`src/design/http_request_parser_assert.svh`:
```
// assertion macros for the http request parser
// expects clk and rst in the scope of the including module
`ifndef HTTP_REQUEST_PARSER_ASSERT_SVH
`define HTTP_REQUEST_PARSER_ASSERT_SVH

// plain invariant checked at every edge out of reset
`define HRP_ASSERT(label, prop, msg) \
  label: assert property (@(posedge clk) disable iff (rst) (prop)) else $error(msg);

// guarded property, the condition implies the property in the same cycle
`define HRP_ASSERT_IMP(label, cond, prop, msg) \
  label: assert property (@(posedge clk) disable iff (rst) (cond) |-> (prop)) else $error(msg);

// guarded property, the condition implies the property in the next cycle
`define HRP_ASSERT_NEXT(label, cond, prop, msg) \
  label: assert property (@(posedge clk) disable iff (rst) (cond) |=> (prop)) else $error(msg);

`endif

```
`src/design/hrp_pkg.sv`:
```
// shared types and constants of the http request parser
// no dependencies
package hrp_pkg;

  localparam int OUT_LEN_BITS = 31;

  // result kinds
  localparam logic [2:0] KIND_METHOD   = 3'd0;
  localparam logic [2:0] KIND_URL      = 3'd1;
  localparam logic [2:0] KIND_VERSION  = 3'd2;
  localparam logic [2:0] KIND_HEADER   = 3'd3;
  localparam logic [2:0] KIND_LINE_END = 3'd4;
  localparam logic [2:0] KIND_BODY     = 3'd5;
  localparam logic [2:0] KIND_NONE     = 3'd6;

  // status codes
  localparam logic [1:0] STATUS_MORE  = 2'd0;
  localparam logic [1:0] STATUS_DONE  = 2'd1;
  localparam logic [1:0] STATUS_ERROR = 2'd2;

  // header line classes
  localparam logic [1:0] CLS_MATCH  = 2'd0;
  localparam logic [1:0] CLS_LENGTH = 2'd1;
  localparam logic [1:0] CLS_CONN   = 2'd2;
  localparam logic [1:0] CLS_OTHER  = 2'd3;

  // length value scan
  localparam logic [1:0] NUM_SKIP   = 2'd0;
  localparam logic [1:0] NUM_SIGN   = 2'd1;
  localparam logic [1:0] NUM_DIGITS = 2'd2;
  localparam logic [1:0] NUM_END    = 2'd3;

  localparam logic [7:0] CH_TAB   = 8'd9;
  localparam logic [7:0] CH_LF    = 8'd10;
  localparam logic [7:0] CH_CR    = 8'd13;
  localparam logic [7:0] CH_SPACE = 8'd32;
  localparam logic [7:0] CH_PLUS  = 8'h2b;
  localparam logic [7:0] CH_MINUS = 8'h2d;
  localparam logic [7:0] CH_ZERO  = 8'h30;
  localparam logic [7:0] CH_NINE  = 8'h39;
  localparam logic [7:0] CH_LOW_K = 8'h6b;
  localparam logic [7:0] CH_LOW_L = 8'h6c;
  localparam logic [7:0] CH_LOW_N = 8'h6e;
  localparam logic [7:0] CH_LOW_T = 8'h74;

  localparam logic [3:0] LENGTH_PAT_LEN = 4'd15;
  localparam logic [3:0] CONN_PAT_LEN   = 4'd11;
  localparam logic [3:0] ALIVE_PAT_LEN  = 4'd10;
  localparam logic [3:0] CASE_POS       = 4'd8;
  localparam logic [3:0] CLASS_POS      = 4'd3;

  localparam logic [0:14][7:0] LENGTH_PAT = "Content-Length:";
  localparam logic [0:10][7:0] CONN_PAT   = "Connection:";
  localparam logic [0:9][7:0]  ALIVE_PAT  = "keep-alive";

  typedef struct packed {
    logic                    last;
    logic [OUT_LEN_BITS-1:0] body_length;
    logic                    alive;
    logic [1:0]              status;
    logic [7:0]              out_byte;
    logic [2:0]              kind;
  } result_t;

endpackage

```
`src/design/http_request_parser.sv`:
```
// http request parser, one request byte per beat, byte tagging and header decode
// depends on hrp_pkg and http_request_parser_assert.svh
//
// Takes one byte per cycle and gives zero, one or two result beats for it: a CR in the
// request line or header is held until the next byte, which releases it either as the
// line end (CR LF, one beat) or as an ordinary byte followed by the new one (two beats).
// The per-byte state update is a single pass of logic into the state registers, and the
// results go into a four-entry result queue, so input is taken every cycle while the
// queue holds at most two beats. Length values saturate at 2^LENGTH_BITS-1 and are
// shown clipped to 31 bits.
`include "http_request_parser_assert.svh"

module http_request_parser
  import hrp_pkg::*;
#(
  parameter int LENGTH_BITS = 31
) (
  input  logic        clk,
  input  logic        rst,
  input  logic        s_tvalid,
  output logic        s_tready,
  input  logic [7:0]  s_tdata,   // data_byte
  input  logic        s_tuser,   // action
  input  logic        s_tlast,   // chunk_end
  output logic        m_tvalid,
  input  logic        m_tready,
  output logic [47:0] m_tdata,   // out_byte, status, alive, body_length, zero fill
  output logic [2:0]  m_tuser,   // kind
  output logic        m_tlast    // last
);

  typedef enum logic [2:0] {PH_REQ, PH_HDR, PH_BODY, PH_DONE, PH_ERR} phase_t;

  typedef struct packed {
    logic [1:0]             space_count;
    logic                   line_start;
    logic [3:0]             prefix_pos;
    logic [1:0]             header_class;
    logic [1:0]             number_phase;
    logic                   negative_sign;
    logic [LENGTH_BITS-1:0] length_accum;
    logic [3:0]             keyword_pos;
  } line_t;

  localparam logic [LENGTH_BITS-1:0] LEN_MAX = {LENGTH_BITS{1'b1}};

  function automatic line_t line_init();
    line_t r;
    r = '0;
    r.line_start = 1'b1;
    return r;
  endfunction

  function automatic line_t clear_line(input line_t s);
    line_t r;
    r = s;
    r.prefix_pos    = '0;
    r.header_class  = CLS_MATCH;
    r.number_phase  = NUM_SKIP;
    r.negative_sign = 1'b0;
    r.length_accum  = '0;
    r.keyword_pos   = '0;
    return r;
  endfunction

  function automatic logic [LENGTH_BITS-1:0] add_digit(input logic [LENGTH_BITS-1:0] acc,
                                                        input logic [7:0] b);
    logic [LENGTH_BITS+3:0] prod;
    logic [LENGTH_BITS+3:0] wide;
    wide = {4'b0, acc};
    prod = (wide << 3) + (wide << 1) + (LENGTH_BITS+4)'(b - CH_ZERO);
    if (prod[LENGTH_BITS+3:LENGTH_BITS] != 4'b0) return LEN_MAX;
    return prod[LENGTH_BITS-1:0];
  endfunction

  function automatic line_t number_byte(input line_t s, input logic [7:0] b);
    line_t r;
    logic  dig;
    logic  ws;
    r   = s;
    dig = (b >= CH_ZERO) && (b <= CH_NINE);
    ws  = (b == CH_SPACE) || ((b >= CH_TAB) && (b <= CH_CR));
    case (s.number_phase)
      NUM_SKIP: begin
        if (!ws) begin
          if (b == CH_PLUS || b == CH_MINUS) begin
            r.negative_sign = (b == CH_MINUS);
            r.number_phase  = NUM_SIGN;
          end else if (dig) begin
            r.length_accum = add_digit(s.length_accum, b);
            r.number_phase = NUM_DIGITS;
          end else begin
            r.header_class = CLS_OTHER;
          end
        end
      end
      NUM_SIGN: begin
        if (dig) begin
          r.length_accum = add_digit(s.length_accum, b);
          r.number_phase = NUM_DIGITS;
        end else begin
          r.header_class = CLS_OTHER;
        end
      end
      NUM_DIGITS: begin
        if (dig) r.length_accum = add_digit(s.length_accum, b);
        else r.number_phase = NUM_END;
      end
      default: ;
    endcase
    return r;
  endfunction

  function automatic line_t header_byte(input line_t s, input logic [7:0] b);
    line_t r;
    r = s;
    r.line_start = 1'b0;
    if (s.header_class == CLS_LENGTH && s.prefix_pos == LENGTH_PAT_LEN) begin
      r = number_byte(r, b);
    end else if (s.header_class == CLS_CONN && s.prefix_pos == CONN_PAT_LEN) begin
      if (s.keyword_pos < ALIVE_PAT_LEN) begin
        if (b == ALIVE_PAT[s.keyword_pos]) r.keyword_pos = s.keyword_pos + 4'd1;
        else r.keyword_pos = (b == CH_LOW_K) ? 4'd1 : 4'd0;
      end
    end else if (s.header_class == CLS_MATCH) begin
      if (s.prefix_pos < CLASS_POS && b == LENGTH_PAT[s.prefix_pos]) begin
        r.prefix_pos = s.prefix_pos + 4'd1;
      end else if (s.prefix_pos == CLASS_POS && b == CH_LOW_T) begin
        r.header_class = CLS_LENGTH;
        r.prefix_pos   = CLASS_POS + 4'd1;
      end else if (s.prefix_pos == CLASS_POS && b == CH_LOW_N) begin
        r.header_class = CLS_CONN;
        r.prefix_pos   = CLASS_POS + 4'd1;
      end else begin
        r.header_class = CLS_OTHER;
        r.prefix_pos   = '0;
      end
    end else if (s.header_class == CLS_LENGTH && s.prefix_pos < LENGTH_PAT_LEN) begin
      if (b == LENGTH_PAT[s.prefix_pos] || (s.prefix_pos == CASE_POS && b == CH_LOW_L)) begin
        r.prefix_pos = s.prefix_pos + 4'd1;
      end else begin
        r.header_class = CLS_OTHER;
        r.prefix_pos   = '0;
      end
    end else if (s.header_class == CLS_CONN && s.prefix_pos < CONN_PAT_LEN) begin
      if (b == CONN_PAT[s.prefix_pos]) begin
        r.prefix_pos = s.prefix_pos + 4'd1;
      end else begin
        r.header_class = CLS_OTHER;
        r.prefix_pos   = '0;
      end
    end
    return r;
  endfunction

  function automatic line_t line_byte(input line_t s, input logic in_req, input logic [7:0] b,
                                      output logic [2:0] kind);
    line_t r;
    r = s;
    if (in_req) begin
      if (b == CH_SPACE && s.space_count < 2'd2) begin
        r.space_count = s.space_count + 2'd1;
        kind = KIND_NONE;
      end else begin
        kind = {1'b0, s.space_count};
      end
    end else begin
      r = header_byte(s, b);
      kind = KIND_HEADER;
    end
    return r;
  endfunction

  // registers
  phase_t                 phase;
  line_t                  line;
  logic                   pending_cr;
  logic                   alive_flag;
  logic [LENGTH_BITS-1:0] length_target;
  logic [LENGTH_BITS-1:0] body_count;
  result_t                queue [4];
  logic [1:0]             head;
  logic [1:0]             tail;
  logic [2:0]             count;

  // next values
  phase_t                  phase_next;
  line_t                   line_next;
  logic                    pending_cr_next;
  logic                    alive_flag_next;
  logic [LENGTH_BITS-1:0]  length_target_next;
  logic [LENGTH_BITS-1:0]  body_count_next;
  logic [1:0]              n_res;
  logic [2:0]              kind0;
  logic [2:0]              kind1;
  logic [7:0]              byte0;
  logic [7:0]              byte1;
  logic [OUT_LEN_BITS-1:0] len_shown;
  logic [1:0]              status_next;
  result_t                 res0;
  result_t                 res1;
  logic                    in_fire;
  logic                    out_fire;
  logic [7:0]              b;
  logic                    in_req;

  assign b        = s_tdata;
  assign in_req   = (phase == PH_REQ);
  assign in_fire  = s_tvalid && s_tready;
  assign out_fire = m_tvalid && m_tready;
  assign s_tready = (count <= 3'd2);
  assign m_tvalid = (count != 3'd0);

  always_comb begin
    phase_next         = phase;
    line_next          = line;
    pending_cr_next    = pending_cr;
    alive_flag_next    = alive_flag;
    length_target_next = length_target;
    body_count_next    = body_count;
    n_res              = 2'd0;
    kind0              = KIND_NONE;
    byte0              = 8'd0;
    kind1              = KIND_NONE;
    byte1              = 8'd0;
    if (s_tuser) begin
      phase_next              = PH_REQ;
      line_next               = clear_line(line);
      line_next.space_count   = 2'd0;
      line_next.line_start    = 1'b1;
      pending_cr_next         = 1'b0;
      alive_flag_next         = 1'b0;
      length_target_next      = '0;
      body_count_next         = '0;
      n_res                   = 2'd1;
    end else if (phase == PH_ERR || phase == PH_DONE) begin
      n_res = 2'd1;
    end else if (phase == PH_BODY) begin
      body_count_next = body_count + 1'b1;
      if (body_count_next >= length_target) phase_next = PH_DONE;
      kind0 = KIND_BODY;
      byte0 = b;
      n_res = 2'd1;
    end else if (pending_cr) begin
      pending_cr_next = 1'b0;
      if (b == CH_LF) begin
        n_res = 2'd1;
        if (in_req) begin
          if (line.space_count < 2'd2) begin
            phase_next = PH_ERR;
          end else begin
            phase_next           = PH_HDR;
            line_next            = clear_line(line);
            line_next.line_start = 1'b1;
          end
        end else if (line.line_start) begin
          phase_next = (length_target != '0) ? PH_BODY : PH_DONE;
        end else if (line.prefix_pos == LENGTH_PAT_LEN && (line.header_class == CLS_OTHER ||
                     (line.header_class == CLS_LENGTH && line.number_phase < NUM_DIGITS))) begin
          phase_next = PH_ERR;
        end else begin
          if (line.header_class == CLS_LENGTH && line.prefix_pos == LENGTH_PAT_LEN)
            length_target_next = line.negative_sign ? '0 : line.length_accum;
          if (line.header_class == CLS_CONN && line.prefix_pos == CONN_PAT_LEN &&
              line.keyword_pos >= ALIVE_PAT_LEN)
            alive_flag_next = 1'b1;
          line_next            = clear_line(line);
          line_next.line_start = 1'b1;
          kind0                = KIND_LINE_END;
          byte0                = CH_LF;
        end
      end else begin
        line_next = line_byte(line, in_req, CH_CR, kind0);
        byte0     = (kind0 == KIND_NONE) ? 8'd0 : CH_CR;
        if (b == CH_CR) begin
          pending_cr_next = 1'b1;
          n_res           = 2'd1;
        end else begin
          line_next = line_byte(line_next, in_req, b, kind1);
          byte1     = (kind1 == KIND_NONE) ? 8'd0 : b;
          n_res     = 2'd2;
        end
      end
    end else if (b == CH_CR) begin
      pending_cr_next = 1'b1;
    end else begin
      line_next = line_byte(line, in_req, b, kind0);
      byte0     = (kind0 == KIND_NONE) ? 8'd0 : b;
      n_res     = 2'd1;
    end
  end

  generate
    if (LENGTH_BITS > OUT_LEN_BITS) begin : g_clip
      assign len_shown = (|length_target_next[LENGTH_BITS-1:OUT_LEN_BITS]) ?
                         {OUT_LEN_BITS{1'b1}} : length_target_next[OUT_LEN_BITS-1:0];
    end else begin : g_extend
      assign len_shown = OUT_LEN_BITS'(length_target_next);
    end
  endgenerate

  always_comb begin
    unique case (phase_next)
      PH_ERR:  status_next = STATUS_ERROR;
      PH_DONE: status_next = STATUS_DONE;
      default: status_next = STATUS_MORE;
    endcase
    res0.kind        = kind0;
    res0.out_byte    = byte0;
    res0.status      = status_next;
    res0.alive       = alive_flag_next;
    res0.body_length = len_shown;
    res0.last        = (n_res == 2'd1);
    res1.kind        = kind1;
    res1.out_byte    = byte1;
    res1.status      = status_next;
    res1.alive       = alive_flag_next;
    res1.body_length = len_shown;
    res1.last        = 1'b1;
  end

  always_ff @(posedge clk) begin
    if (rst) begin
      phase         <= PH_REQ;
      line          <= line_init();
      pending_cr    <= 1'b0;
      alive_flag    <= 1'b0;
      length_target <= '0;
      body_count    <= '0;
      head          <= '0;
      tail          <= '0;
      count         <= '0;
    end else begin
      if (in_fire) begin
        phase         <= phase_next;
        line          <= line_next;
        pending_cr    <= pending_cr_next;
        alive_flag    <= alive_flag_next;
        length_target <= length_target_next;
        body_count    <= body_count_next;
        if (n_res != 2'd0) queue[tail] <= res0;
        if (n_res == 2'd2) queue[tail + 2'd1] <= res1;
        tail <= tail + n_res;
      end
      if (out_fire) head <= head + 2'd1;
      count <= count + (in_fire ? {1'b0, n_res} : 3'd0) - {2'b0, out_fire};
    end
  end

  assign m_tuser = queue[head].kind;
  assign m_tlast = queue[head].last;
  assign m_tdata = {6'd0, queue[head].body_length, queue[head].alive,
                    queue[head].status, queue[head].out_byte};

  `HRP_ASSERT(a_queue_bound, count <= 3'd4, "result queue overflow")
  `HRP_ASSERT_IMP(a_cr_held_in_text, pending_cr, phase == PH_REQ || phase == PH_HDR,
                  "cr held outside request line or header")
  `HRP_ASSERT_IMP(a_body_in_range, phase == PH_BODY, body_count < length_target,
                  "body count reached length without finishing")
  `HRP_ASSERT_NEXT(a_restart_beat, in_fire && s_tuser, count != 3'd0,
                   "restart gave no beat")

endmodule
```
`config.mk`:
```
export PLATFORM = sky130hd
export DESIGN_NAME = http_request_parser
export DESIGN_NICKNAME = d
export VERILOG_FILES = /design/src/design/hrp_pkg.sv /design/src/design/http_request_parser.sv
export VERILOG_INCLUDE_DIRS = /design/src /design/src/design
export SDC_FILE = /design/constraint.sdc
export NUM_CORES = 1
export LEC_CHECK = 0
export BUFFER_PORTS_ARGS = -buffer_cell sky130_fd_sc_hd__buf_2
export CORE_ASPECT_RATIO = 0.9
export CORE_MARGIN = 2
export CORE_UTILIZATION = 25
export CTS_BUF_LIST = sky130_fd_sc_hd__clkbuf_4 sky130_fd_sc_hd__clkbuf_8
export DETAILED_ROUTE_END_ITERATION = 10
export GPL_TIMING_DRIVEN = 0
export PLACE_DENSITY_LB_ADDON = 0.25
export SETUP_SLACK_MARGIN = 0.2
export SLEW_MARGIN = 20
export SYNTH_ARGS = -nofsm -noshare
export SYNTH_HDL_FRONTEND = slang
export SYNTH_SLANG_ARGS = --single-unit
```
`constraint.sdc`:
```
create_clock -name clk -period 9.76 [get_ports clk]
set_clock_uncertainty 0.2 [all_clocks]
set_input_delay 0.976 -clock clk [delete_from_list [all_inputs] [get_ports clk]]
set_output_delay 0.976 -clock clk [all_outputs]
set_load 0.05 [all_outputs]
```
==> qor.tcl <==
set qor(drive_gt1_share_pct) 10.3
set qor(vias_per_cell) 5.22
set qor(ir_worst_vdd_mv) 0.0793
set qor(drt_pass1_iterations) 5
set qor(routed_wl_um) 73400
set qor(power.sequential.fraction_pct) 38.2
set qor(cts.htree.levels) 2
set qor(cts_max_path_buffers) 3
set qor(fraction_of_the_core_area_covered_by_cells_at_the_end_of_the_flow_pct) 28.9
set qor(placement.cell_area_sq_um) 22700
set qor(crit_path_start_kind) {flip-flop}
set qor(portion_of_total_power_attributed_to_combinational_logic_pct) 27.9
set qor(timing_hold_violations_final) 0
set qor(synth.distinct_cells) 86
set qor(finalWeightedCongestion) 0.930
set qor(dp_worst_setup_slack_ps) 2730
set qor(clock.fmax_mhz) 157
set qor(route.detailed.drc) 0
set qor(timing_worst_setup_path_type) {flip-flop to flip-flop}
set qor(die-area_sq_um) 86100
set qor(post_synth_inst_count) 2317
set qor(cts_repair_resize_count) 0
set qor(starting_density_pct) 25.3
set qor(synth_top_flop_cell) {sky130_fd_sc_hd__edfxtp_1}
set qor(maxSlewHeadroom_pct) 21.6
set qor(cts_post_setup_buffers_inserted) 0
set qor(fin_nets) 2587
set qor(syn_area_per_cell_sq_um) 9.04
set qor(detailed_place_hpwl_um) 55700
set qor(switching_share_pct) 35.6
set qor(critical_path.endpoint_type) {flip-flop}
set qor(min_path_cells) 1
set qor(min_period_over_period_pct) 65.2
set qor(synth_async_sr_flop_share_pct) 0
set qor(total_power_w) 0.00378
set qor(placeableCoreArea_sq_um) 82800
set qor(timing.reg2reg.worst_path_depth) 17
set qor(r2r-start) {line[42]}
set qor(run_status) {completed}
set qor(tritoncts) {yes}
set qor(worst_pin_slew_ps) 1160
set qor(synth_sequential_area_ratio_pct) 37.9
set qor(hold_path.startpoint) {queue[0][45]}
set qor(worst_skew_pair.late_latency_ps) 650
set qor(grt_start_max_net_pins) 48
set qor(die-width_um) 309
set qor(final_cell_area_sq_um) 23900
set qor(initialDrtViolationCount) 1994
set qor(final.setup.worst_slack_ps) 3400
set qor(route.vias.total) 18800
set qor(grt_first_pass_wirelength_um) 112000
set qor(synth_edf_count) 180
set qor(antenna-diode-count) 0
set qor(yosys_warnings) 0
set qor(clock-sinks) 307
set qor(timing.max_cap.violations) 0
set qor(power_density_nw_per_um2) 158
set qor(report.final.setup_viol) 0
set qor(die_h_um) 279
set qor(grt.total_usage_pct) 16.7
set qor(worst_path_max_fanout) 10
set qor(netSwitchingPower_w) 0.00135
set qor(final-max-slew-violation-count) 0
set qor(flow.area_growth_from_synthesis_pct) 14.1
set qor(row_count) 100
set qor(post-route-min-period_ps) 6360
set qor(clockRootBuffer) {sky130_fd_sc_hd__clkbuf_8}
set qor(postCtsHoldBufs) 0
set qor(timing.rr.end) {line[28]}
set qor(hold-path-endpoint) {queue[0][45]}
set qor(ant_nets) 0
set qor(leakagePower_nw) 8.66
set qor(worst-endpoint-arrival_ps) 6720
set qor(grt_overflow_total) 0
set qor(rsz0062_at_grt) {false}
set qor(port_buffers) 58
set qor(cell_area_after_synthesis_sq_um) 20900
set qor(routed_wire_length_per_instance_um) 20.4
set qor(share_clk_of_total_power_pct) 33.8
set qor(totalNegativeSetupSlack_ps) 0
set qor(hold_path_class) {flip-flop to flip-flop}
set qor(antenna_found_initial) 0
set qor(first_global_vias) 18500
set qor(internal-power_w) 0.00244
set qor(critical_path_required_ps) 10120
set qor(cts-buffers-inserted) 55
set qor(ys_seq_elements) 307
set qor(internal_reg_to_reg_setup_slack_ps) 3400
set qor(io_pins) 68
set qor(clkTransAtPathRegs_ps) 60
## cell type report
cell class              count  area, sq um
repair buffers             60          338
clock inverters            15         92.6
plain buffers             161          654
clock buffers              88         1070
fillers                  8781        58900
well taps                1122         1400
inverters                  93          359
flip-flops and latches    307         7950
multi-input cells        1761        12000
## cells by family after synthesis
| group | count (synthesis) | synth area share, % |
|---|---|---|
| AND/OR/NAND/NOR | 820 | 19.1 |
| AO/OA/AOI/OAI | 646 | 19.4 |
| flip-flops | 307 | 37.9 |
| buffers and inverters | 254 | 4.79 |
| adder cells (fa/ha/maj) | 134 | 9.12 |
| XOR/XNOR | 91 | 3.81 |
| multiplexers | 64 | 5.83 |
| other | 1 | 0.0179 |
## worst max path at each step
stage               startpoint  cells after the start      endpoint  slack (ps)
floorplan           s_tdata[6]                     15      line[33]        3010
global placement    s_tdata[6]                     16      line[21]        1460
detailed placement  s_tdata[6]                     17      line[28]        2730
CTS                 s_tdata[6]                     17      line[28]        3430
global route        s_tdata[4]                     15  queue[0][12]        3080
finish                line[42]                     17      line[28]        3400
## cell usage after synthesis, types with 22 or more instances
cell type | n | share of area, %
sky130_fd_sc_hd__and3_1 | 29 | 0.87
sky130_fd_sc_hd__xnor2_1 | 60 | 2.5
sky130_fd_sc_hd__clkbuf_1 | 118 | 2.1
sky130_fd_sc_hd__and2_1 | 31 | 0.93
sky130_fd_sc_hd__nor3_1 | 40 | 0.96
sky130_fd_sc_hd__xor2_1 | 31 | 1.3
sky130_fd_sc_hd__mux4_2 | 46 | 4.9
sky130_fd_sc_hd__buf_1 | 22 | 0.39
sky130_fd_sc_hd__nor2_1 | 324 | 5.8
sky130_fd_sc_hd__nand3_1 | 51 | 1.2
sky130_fd_sc_hd__ha_1 | 103 | 6.2
sky130_fd_sc_hd__nor4_1 | 31 | 0.93
sky130_fd_sc_hd__inv_1 | 91 | 1.6
sky130_fd_sc_hd__a21oi_1 | 211 | 5.0
sky130_fd_sc_hd__nor3b_1 | 29 | 1.0
sky130_fd_sc_hd__edfxtp_1 | 180 | 26
sky130_fd_sc_hd__dfxtp_1 | 127 | 12
sky130_fd_sc_hd__o22ai_1 | 40 | 1.2
sky130_fd_sc_hd__fa_1 | 31 | 3.0
sky130_fd_sc_hd__nor2b_1 | 25 | 0.75
sky130_fd_sc_hd__a22oi_1 | 23 | 0.82
sky130_fd_sc_hd__nand2_1 | 142 | 2.5
sky130_fd_sc_hd__a21o_1 | 33 | 1.2
sky130_fd_sc_hd__o21ai_0 | 127 | 3.0
## cell usage in the layout (no fill, tap or decap), drive strengths merged, types with 60 or more instances in the layout
cell / Yosys / final
xnor2: 60 / 60
dfxtp: 127 / 127
nor2: 324 / 324
a21oi: 211 / 211
edfxtp: 180 / 180
o21ai: 143 / 143
inv: 91 / 94
clkbuf: 118 / 207
buf: 43 / 102
ha: 103 / 103
nand2: 144 / 144
## worst max-delay path: stages (launching register included)
cell,delay (ps)
sky130_fd_sc_hd__dfxtp_1,390
sky130_fd_sc_hd__clkbuf_1,540
sky130_fd_sc_hd__a31oi_1,250
sky130_fd_sc_hd__o211ai_1,470
sky130_fd_sc_hd__clkbuf_1,460
sky130_fd_sc_hd__nand2_1,290
sky130_fd_sc_hd__inv_1,240
sky130_fd_sc_hd__ha_1,340
sky130_fd_sc_hd__inv_1,100
sky130_fd_sc_hd__a211oi_1,500
sky130_fd_sc_hd__and2_1,330
sky130_fd_sc_hd__a21oi_1,110
sky130_fd_sc_hd__nor4b_1,660
sky130_fd_sc_hd__buf_2,370
sky130_fd_sc_hd__nand2_4,130
sky130_fd_sc_hd__nor2_1,620
sky130_fd_sc_hd__a21oi_1,80
sky130_fd_sc_hd__a31oi_1,170
## registers in the layout, indices dropped and copies added, names as in the netlist, named ones only
signal,flops
line,47
queue,184
count,3
pending_cr,1
length_target,31
alive_flag,1
head,2
body_count,31
tail,2
phase,3
## metal layers
layer | track usage [%] | routed length, um | vias up
met3 | 2.12 | 4880 | 102
met4 | 4.73 | 1710 | 0
met2 | 26.6 | 33100 | 737
met1 | 23.6 | 33800 | 9208
met5 | 0 | 0 | -
li1 | - | - | 8798
## power by group through the flow
stage / logic [W] / clock network (W) / registers, W
2_1_floorplan: 0.000787 / 0 / 0.00146
3_3_place_gp: 0.00106 / 0 / 0.00148
3_5_place_dp: 0.00106 / 0 / 0.00147
4_1_cts: 0.00107 / 0.00131 / 0.00145
5_1_grt: 0.00113 / 0.00137 / 0.00145
6_report: 0.00106 / 0.00128 / 0.00145
## through the flow
stage / std cells / hold slack, ps
after floorplan: 2322 / 235
after global placement: 3502 / 245
after detailed placement: 3504 / 258
after CTS: 3607 / 282
after global routing: 3607 / 312
final: 3607 / 270
(Power assumes the default switching activity.)
